$ cat config.mk
export PLATFORM = sky130hd
export DESIGN_NAME = fitness_key_sorter
export DESIGN_NICKNAME = d
export VERILOG_FILES = /design/src/rtl/fks_pkg.sv /design/src/rtl/fks_ram.sv /design/src/rtl/fks_ctrl.sv /design/src/rtl/fks_dpath.sv /design/src/rtl/fitness_key_sorter.sv
export VERILOG_INCLUDE_DIRS = /design/src /design/src/rtl
export SDC_FILE = /design/constraint.sdc
export NUM_CORES = 2
export LEC_CHECK = 0
export ABC_AREA = 1
export BUFFER_PORTS_ARGS = -buffer_cell sky130_fd_sc_hd__buf_2
export CAP_MARGIN = 20
export CORE_MARGIN = 2
export CORE_UTILIZATION = 50
export DETAILED_ROUTE_END_ITERATION = 6
export PLACE_DENSITY = 0.65
export RECOVER_POWER = 100
export SYNTH_ARGS = -nofsm -noshare
export SYNTH_HDL_FRONTEND = slang
export SYNTH_SLANG_ARGS = --single-unit
$ cat constraint.sdc
create_clock -name clk -period 4.86 [get_ports clk]
set_clock_uncertainty 0.15 [all_clocks]
set_input_delay 0.972 -clock clk [delete_from_list [all_inputs] [get_ports clk]]
set_output_delay 0.972 -clock clk [all_outputs]
set_load 0.005 [all_outputs]
$ cat src/rtl/fitness_key_sorter_defines.svh
// ---------------------------------------------------------------------------
// fitness_key_sorter_defines.svh
// Assertion macros used by the fitness key sorter datapath.
// ---------------------------------------------------------------------------
`ifndef FITNESS_KEY_SORTER_DEFINES_SVH
`define FITNESS_KEY_SORTER_DEFINES_SVH

// Same-cycle implication, checked out of reset
`define FKS_ASSERT_NOW(lbl, ante, cons, msg) \
  lbl: assert property (@(posedge clk) disable iff (rst) (ante) |-> (cons)) else $error(msg);

// Next-cycle implication, checked out of reset
`define FKS_ASSERT_NEXT(lbl, ante, cons, msg) \
  lbl: assert property (@(posedge clk) disable iff (rst) (ante) |=> (cons)) else $error(msg);

`endif

$ cat src/rtl/fks_pkg.sv
// ---------------------------------------------------------------------------
// fks_pkg
// Types and constants shared by the fitness key sorter modules.
// ---------------------------------------------------------------------------
`default_nettype none

package fks_pkg;

  localparam int KEY_W = 32;
  localparam int TAG_W = 6;

  // Controller states
  typedef enum logic [2:0] {
    ST_LOAD,
    ST_INS,
    ST_CMP,
    ST_OUT_RD,
    ST_OUT_LD
  } state_t;

  // Commands from controller to datapath
  typedef struct packed {
    logic load;      // capture an accepted transaction
    logic rd_prev;   // read the entry below the insertion slot
    logic shift;     // move the read entry up one slot
    logic put_key;   // write the new key into its slot
    logic out_rd;    // read the next sorted entry
    logic out_load;  // load the output register
    logic set_clear; // close the set
  } cmd_t;

  // Status from datapath to controller
  typedef struct packed {
    logic full;      // store holds the maximum number of keys
    logic j_zero;    // insertion slot is the bottom entry
    logic less;      // new key is below the entry read
    logic last;      // captured key closed the set
    logic out_busy;  // output register holds a result
    logic out_last;  // entry being emitted is the final one
  } sts_t;

endpackage

`default_nettype wire

$ cat src/rtl/fks_ram.sv
// ---------------------------------------------------------------------------
// fks_ram
// Generic simple dual-port RAM, one write and one registered read per cycle.
// ---------------------------------------------------------------------------
`default_nettype none

module fks_ram #(
  parameter int WIDTH = 38,
  parameter int DEPTH = 64
) (
  input  wire logic                     clk,
  input  wire logic                     we,
  input  wire logic [$clog2(DEPTH)-1:0] waddr,
  input  wire logic [WIDTH-1:0]         wdata,
  input  wire logic                     re,
  input  wire logic [$clog2(DEPTH)-1:0] raddr,
  output logic      [WIDTH-1:0]         rdata
);

  logic [WIDTH-1:0] mem [DEPTH];

  // Write port and registered read port
  always_ff @(posedge clk) begin
    if (we) begin
      mem[waddr] <= wdata;
    end
    if (re) begin
      rdata <= mem[raddr];
    end
  end

endmodule

`default_nettype wire

$ cat src/rtl/fks_ctrl.sv
// ---------------------------------------------------------------------------
// fks_ctrl
// Sequencer for load, insertion into sorted order, and read-out.
// ---------------------------------------------------------------------------
`default_nettype none

module fks_ctrl
  import fks_pkg::*;
(
  input  wire logic clk,
  input  wire logic rst,
  input  wire logic in_valid,
  input  wire logic set_end,
  output logic      in_stall,
  output cmd_t      cmd,
  input  wire sts_t sts
);

  state_t state, state_next;

  // State register
  always_ff @(posedge clk) begin
    if (rst) begin
      state <= ST_LOAD;
    end else begin
      state <= state_next;
    end
  end

  // Next state and commands
  always_comb begin
    state_next = state;
    cmd        = '0;
    in_stall   = 1'b1;
    case (state)
      ST_LOAD: begin
        in_stall = 1'b0;
        if (in_valid) begin
          cmd.load = 1'b1;
          if (!sts.full) begin
            state_next = ST_INS;
          end else if (set_end) begin
            state_next = ST_OUT_RD;
          end
        end
      end
      ST_INS: begin
        if (sts.j_zero) begin
          cmd.put_key = 1'b1;
          state_next  = sts.last ? ST_OUT_RD : ST_LOAD;
        end else begin
          cmd.rd_prev = 1'b1;
          state_next  = ST_CMP;
        end
      end
      ST_CMP: begin
        if (sts.less) begin
          cmd.shift  = 1'b1;
          state_next = ST_INS;
        end else begin
          cmd.put_key = 1'b1;
          state_next  = sts.last ? ST_OUT_RD : ST_LOAD;
        end
      end
      ST_OUT_RD: begin
        if (!sts.out_busy) begin
          cmd.out_rd = 1'b1;
          state_next = ST_OUT_LD;
        end
      end
      ST_OUT_LD: begin
        cmd.out_load = 1'b1;
        if (sts.out_last) begin
          cmd.set_clear = 1'b1;
          state_next    = ST_LOAD;
        end else begin
          state_next = ST_OUT_RD;
        end
      end
      default: begin
        state_next = ST_LOAD;
      end
    endcase
  end

endmodule

`default_nettype wire

$ cat src/rtl/fks_dpath.sv
// ---------------------------------------------------------------------------
// fks_dpath
// Key store, insertion pointer, counters and output register.
// ---------------------------------------------------------------------------
`default_nettype none
`include "fitness_key_sorter_defines.svh"

module fks_dpath
  import fks_pkg::*;
#(
  parameter int MAX_ENTRIES = 64
) (
  input  wire logic                    clk,
  input  wire logic                    rst,
  input  wire logic signed [KEY_W-1:0] fitness_key,
  input  wire logic                    set_end,
  input  wire cmd_t                    cmd,
  output sts_t                         sts,
  input  wire logic                    out_stall,
  output logic                         out_valid,
  output logic signed [KEY_W-1:0]      sorted_key,
  output logic        [TAG_W-1:0]      particle_tag,
  output logic                         run_last,
  output logic                         overflowed
);

  localparam int ADDR_W = $clog2(MAX_ENTRIES);
  localparam int CNT_W  = $clog2(MAX_ENTRIES + 1);
  localparam int ENT_W  = KEY_W + TAG_W;

  logic [CNT_W-1:0]  count;
  logic              drop;
  logic [CNT_W-1:0]  j;
  logic [CNT_W-1:0]  o;
  logic [KEY_W-1:0]  key_r;
  logic [TAG_W-1:0]  tag_r;
  logic              last_r;
  logic              ram_we;
  logic [ADDR_W-1:0] ram_waddr;
  logic [ENT_W-1:0]  ram_wdata;
  logic              ram_re;
  logic [ADDR_W-1:0] ram_raddr;
  logic [ENT_W-1:0]  ram_rdata;
  logic [CNT_W-1:0]  j_dec;
  logic [CNT_W-1:0]  o_inc;

  assign j_dec = j - CNT_W'(1);
  assign o_inc = o + CNT_W'(1);

  // Store access: shifts move entries up, the new key lands in its slot
  assign ram_we    = cmd.put_key | cmd.shift;
  assign ram_waddr = j[ADDR_W-1:0];
  assign ram_wdata = cmd.put_key ? {key_r, tag_r} : ram_rdata;
  assign ram_re    = cmd.rd_prev | cmd.out_rd;
  assign ram_raddr = cmd.out_rd ? o[ADDR_W-1:0] : j_dec[ADDR_W-1:0];

  fks_ram #(
    .WIDTH (ENT_W),
    .DEPTH (MAX_ENTRIES)
  ) u_store (
    .clk   (clk),
    .we    (ram_we),
    .waddr (ram_waddr),
    .wdata (ram_wdata),
    .re    (ram_re),
    .raddr (ram_raddr),
    .rdata (ram_rdata)
  );

  // Status
  assign sts.full     = (count == CNT_W'(MAX_ENTRIES));
  assign sts.j_zero   = (j == '0);
  assign sts.less     = $signed(key_r) < $signed(ram_rdata[ENT_W-1:TAG_W]);
  assign sts.last     = last_r;
  assign sts.out_busy = out_valid;
  assign sts.out_last = (o_inc == count);

  // Control registers: set fill, drop mark, insertion and read-out pointers
  always_ff @(posedge clk) begin
    if (rst) begin
      count     <= '0;
      drop      <= 1'b0;
      j         <= '0;
      o         <= '0;
      last_r    <= 1'b0;
      out_valid <= 1'b0;
    end else begin
      if (cmd.load) begin
        last_r <= set_end;
        j      <= count;
        if (sts.full) begin
          drop <= 1'b1;
        end
      end
      if (cmd.shift) begin
        j <= j_dec;
      end
      if (cmd.put_key) begin
        count <= count + CNT_W'(1);
      end
      if (cmd.out_load) begin
        o <= o_inc;
      end
      if (cmd.set_clear) begin
        count <= '0;
        drop  <= 1'b0;
        o     <= '0;
      end
      // Output register handshake
      if (cmd.out_load) begin
        out_valid <= 1'b1;
      end else if (out_valid && !out_stall) begin
        out_valid <= 1'b0;
      end
    end
  end

  // Payload registers
  always_ff @(posedge clk) begin
    if (cmd.load) begin
      key_r <= fitness_key;
      tag_r <= TAG_W'(count);
    end
    if (cmd.out_load) begin
      sorted_key   <= ram_rdata[ENT_W-1:TAG_W];
      particle_tag <= ram_rdata[TAG_W-1:0];
      run_last     <= sts.out_last;
      overflowed   <= drop;
    end
  end

  `FKS_ASSERT_NOW(a_count_bound, 1'b1, count <= CNT_W'(MAX_ENTRIES), "fill count beyond capacity")
  `FKS_ASSERT_NOW(a_out_no_clobber, cmd.out_load, !out_valid, "output register overwritten")
  `FKS_ASSERT_NOW(a_put_has_room, cmd.put_key, !sts.full && (j <= count), "insert with no room")
  `FKS_ASSERT_NEXT(a_clear_after_last, cmd.out_load && sts.out_last, count == '0 && !drop,
                   "set not closed after final result")

endmodule

`default_nettype wire

$ cat src/rtl/fitness_key_sorter.sv
// ---------------------------------------------------------------------------
// fitness_key_sorter
// Collects a set of signed Q16.16 fitness keys and emits them sorted.
// ---------------------------------------------------------------------------
// Keys arrive one per transaction; set_end closes the set. Each stored key is
// tagged with its arrival index (modulo 64) and inserted into ascending order
// in a single RAM as it arrives, after any equal keys, so ties keep arrival
// order. A key is accepted, then each stored key greater than it is read and
// shifted up one slot through the one RAM read/write port; the key is written
// once a read entry is not greater than it, or directly when it reaches the
// bottom slot, as the first key of a set does.
// After the closing key the set is read out one result at a time: registered
// RAM read, output register load, then the result waits in the output
// register until it leaves while out_stall is low; the next read waits for it.
// Keys beyond MAX_ENTRIES are dropped and every result of that set carries
// overflowed; run_last marks the final result. A new set may start loading
// while the final result still waits in the output register.
// ---------------------------------------------------------------------------
`default_nettype none

module fitness_key_sorter
  import fks_pkg::*;
#(
  parameter int MAX_ENTRIES = 64
) (
  input  wire logic                    clk,
  input  wire logic                    rst,
  input  wire logic                    in_valid,
  output logic                         in_stall,
  input  wire logic signed [KEY_W-1:0] fitness_key,
  input  wire logic                    set_end,
  output logic                         out_valid,
  input  wire logic                    out_stall,
  output logic signed [KEY_W-1:0]      sorted_key,
  output logic        [TAG_W-1:0]      particle_tag,
  output logic                         run_last,
  output logic                         overflowed
);

  cmd_t cmd;
  sts_t sts;

  fks_ctrl u_ctrl (
    .clk      (clk),
    .rst      (rst),
    .in_valid (in_valid),
    .set_end  (set_end),
    .in_stall (in_stall),
    .cmd      (cmd),
    .sts      (sts)
  );

  fks_dpath #(
    .MAX_ENTRIES (MAX_ENTRIES)
  ) u_dpath (
    .clk          (clk),
    .rst          (rst),
    .fitness_key  (fitness_key),
    .set_end      (set_end),
    .cmd          (cmd),
    .sts          (sts),
    .out_stall    (out_stall),
    .out_valid    (out_valid),
    .sorted_key   (sorted_key),
    .particle_tag (particle_tag),
    .run_last     (run_last),
    .overflowed   (overflowed)
  );

endmodule

`default_nettype wire
==> reports/qor.csv <==
stage;metric;value;unit
yosys;synthArstFlopShare;0;%
finish;layout-drive-gt1-share;8.33;%
yosys;syn_nets;8411;
global_route;overflow;0;
floorplanning;initial_core_util;50.1;%
timing;min_period_over_period;93.6;%
global_route;grt_max_degree;165;
timing;rsz0062_at_grt;false;
global_route;antenna_found_initial;6;
pwr;p_switching;0.0168;W
finish;fillers;16600;
cts;clk_latency;890;ps
drt;drc;0;
drt;wl_per_cell;26.0;um
yosys;syn_inst;8339;
cts;root_buffer;clkbuf_16;
timing;fmax;0.220;GHz
global_route;grt_pass1_wl;428000;um
drt;first_pass_iters;6;
setup_path;worstPathRequired;5170;ps
floorplanning;ioPinCount;79;
run_status;violations;max-capacitance violations, max-slew violations;
drt;dr_total_vias;68000;
setup_path;worst_setup_path_end_kind;flip-flop;
yosys;yosys-top-cells-area;edfxtp_1 (74%), nand2_1 (7.6%), nand3_1 (5.7%), o21ai_0 (2.8%), nor2_1 (2.3%);
drt;viasPerCell;6.01;
timing;slew-limit-headroom;-108;%
pwr;power_leakage;39.6;nW
timing;min_period;4550;ps
pwr;p_clk_share;33.3;%
finish;regArea;0.0771;sq mm
timing;holdWs;104;ps
floorplanning;coreArea;0.206;sq mm
timing;setup_viol;0;
run_status;status;finished with violations;
pwr;power_density;487;mW/mm^2
yosys;synth.distinct_cells;39;
setup_path;r2r_end;u_dpath.u_store.mem[61][32];
placement;gp_congestion;0.848;
timing;maxSlewViolCount;1060;
setup_path;start_kind;flip-flop;
setup_path;crit_type;reg2reg;
yosys;yosysWarnings;0;
pwr;internal_power;0.0397;W
floorplanning;die_area;0.211;sq mm
setup_path;crit_path_end;u_dpath.u_store.mem[61][32];
yosys;synth.most_common_cell;edfxtp_1;
yosys;synth_edf_count;2548;
drt;drt-total-wl;294000;um
finish;multi_input_area;0.0240;sq mm
job;drv.max_cap_violation_count;37;
placement;post_dp_cell_area;0.109;sq mm
yosys;synth_top_area_share;73.9;%
setup_path;critPathMaxFanout;38;
yosys;ys.flop_type;edfxtp_1;
finish;final_core_util;56.2;%
timing;finalHoldViolCount;0;
global_route;grt_pass1_vias;63400;
pwr;p_seq_share;46.5;%
setup_path;r2r_slack;310;ps
yosys;ys_seq_area_share;74.4;%
timing;worst_slew_pin_slew;3130;ps
pwr;pwr-share-comb;20.3;%
cts;post_cts_resized;0;
cts;cts_tree;yes;
finish;area_growth;12.1;%
yosys;avgSynthCellArea;12.4;sq um
finish;nets;8464;
cts;cts_made_buffers;241;
yosys;synth_area_leader_cell;edfxtp_1;
finish;finish.instance_area;0.116;sq mm
global_route;grt_use_total;27.5;%
floorplanning;die-width;459;um
cts;cts_hold_buf;0;
cts;ctsHtreeMaxLevel;4;
floorplanning;num_rows;167;
cts;cts_setup_buffers;0;
min_path;hold_path_class;in2reg;
cts;path_clk_slew;60;ps
drt;drt-initial-drc-count;9396;
cts;cts_sinks;2575;
yosys;synthTopCellsByCount;edfxtp_1 (2548), nand2_1 (2091), nand3_1 (1171);
setup_path;rr_worst_depth;10;
placement;hpwl;158000;um
placement;dp_slack;988;ps
drt;ant_nets;0;
timing;fin_ws;311;ps
yosys;ys_ff_latch;2575;
cts;clockBufferDepth;3;
pwr;peakVddDrop;0.000420;V
floorplanning;fp.dieH;459;um
setup_path;arrival;4860;ps
finish;layout.cells.non_filler;11300;
yosys;syn_area;0.104;sq mm
placement;dp.cells;10900;
setup_path;startpoint;u_dpath.j[0];
pwr;switching_share;29.7;%
setup_path;r2r_start;u_dpath.j[0];
placement;io_buffers;78;
metrics by stage:
step / setup TNS (ps) / total power [W]
floorplan: -100950 / 0.0334
global placement: 0 / 0.0378
detailed placement: 0 / 0.0380
CTS: 0 / 0.0565
global route: 0 / 0.0584
finish: 0 / 0.0564
worst max-delay path: stages, from the launching register on:
cell      delay [ps]
dfxtp_1          380
inv_1            180
ha_1             250
nand3_1          130
nor2_1           140
nand2_1          210
nand2_1          300
nand4_1          160
clkbuf_1         570
nor2_4           240
buf_2           1340
power groups by stage:
stage / Clock, W / Combinational (W) / Sequential (W)
after floorplan: 0 / 0.00659 / 0.0268
after global placement: 0 / 0.0112 / 0.0267
after detailed placement: 0 / 0.0114 / 0.0267
after CTS: 0.0189 / 0.0114 / 0.0262
after global routing: 0.0198 / 0.0124 / 0.0262
final: 0.0188 / 0.0114 / 0.0262
layout by cell type (no fill, tap or decap), types with 6 or more instances in the layout:
cell        instances
a21oi_1            36
nand4_1            13
o21ai_4            21
a211oi_1            6
clkbuf_2           40
clkbuf_16         248
nand3_1          1171
buf_2              30
clkinv_2           54
nor2_1            603
o21ai_0           556
ha_1               35
or2_2              19
buf_12             91
dfxtp_1            27
bufinv_16          26
o211ai_1          171
clkbuf_4           11
or2_0              46
nor2_4             33
clkinvlp_4         12
o22ai_1           227
xor2_1             12
edfxtp_1         2548
inv_1              91
clkbuf_1          130
buf_4              95
clkinv_1           57
nor2_2             12
o21ai_1            32
nand2_1          2090
or2_1              21
how the worst min path moves through the flow:
stage | start | endpoint | slack, ps | cells past startpoint
finish | fitness_key[5] | u_dpath.key_r[5] | 100 | 1
global route | fitness_key[5] | u_dpath.key_r[5] | 90 | 1
CTS | fitness_key[5] | u_dpath.key_r[5] | 60 | 1
detailed placement | u_dpath.drop | u_dpath.overflowed | 270 | 0
global placement | u_dpath.drop | u_dpath.overflowed | 270 | 0
floorplan | u_dpath.drop | u_dpath.overflowed | 260 | 0
cell families after synthesis:
| group | after synthesis | share of synthesized area [%] |
|---|---|---|
| compound gates | 1057 | 5.83 |
| xor+xnor | 14 | 0.118 |
| fa+ha+maj | 35 | 0.423 |
| buf+inv | 638 | 2.90 |
| flops | 2575 | 74.4 |
| simple gates | 4020 | 16.3 |
cell type report:
cell class	instances	area share, %
Clock buffer	297	5.51
Sequential cell	2575	66.4
Antenna cell	3	0.00647
Tap cell	2704	2.92
Timing Repair Buffer	350	2.84
Inverter	98	0.345
Clock inverter	157	1.28
Multi-Input combinational cell	5126	20.7
registers in the layout, summed over array words and instances (netlist names):
signal / flops
u_dpath.last_r: 1
u_dpath.drop: 1
u_dpath.overflowed: 1
u_dpath.sorted_key: 32
u_dpath.o: 7
u_dpath.u_store.rdata: 38
u_dpath.key_r: 32
u_dpath.particle_tag: 6
u_dpath.tag_r: 6
u_dpath.j: 7
u_dpath.u_store.mem: 2432
u_dpath.run_last: 1
u_dpath.count: 7
u_dpath.out_valid: 1
u_ctrl.state: 3
metal layers:
| metal | global-route usage, % | share of wire (%) | vias up |
|---|---|---|---|
| li1 | - | - | 30100 |
| met3 | 5.22 | 11 | 524 |
| met2 | 42.8 | 46 | 3689 |
| met1 | 39.4 | 40 | 33700 |
| met4 | 8.44 | 2.9 | 4 |
| met5 | 0 | 0.029 | - |
Power figures use the tool's default switching activity.
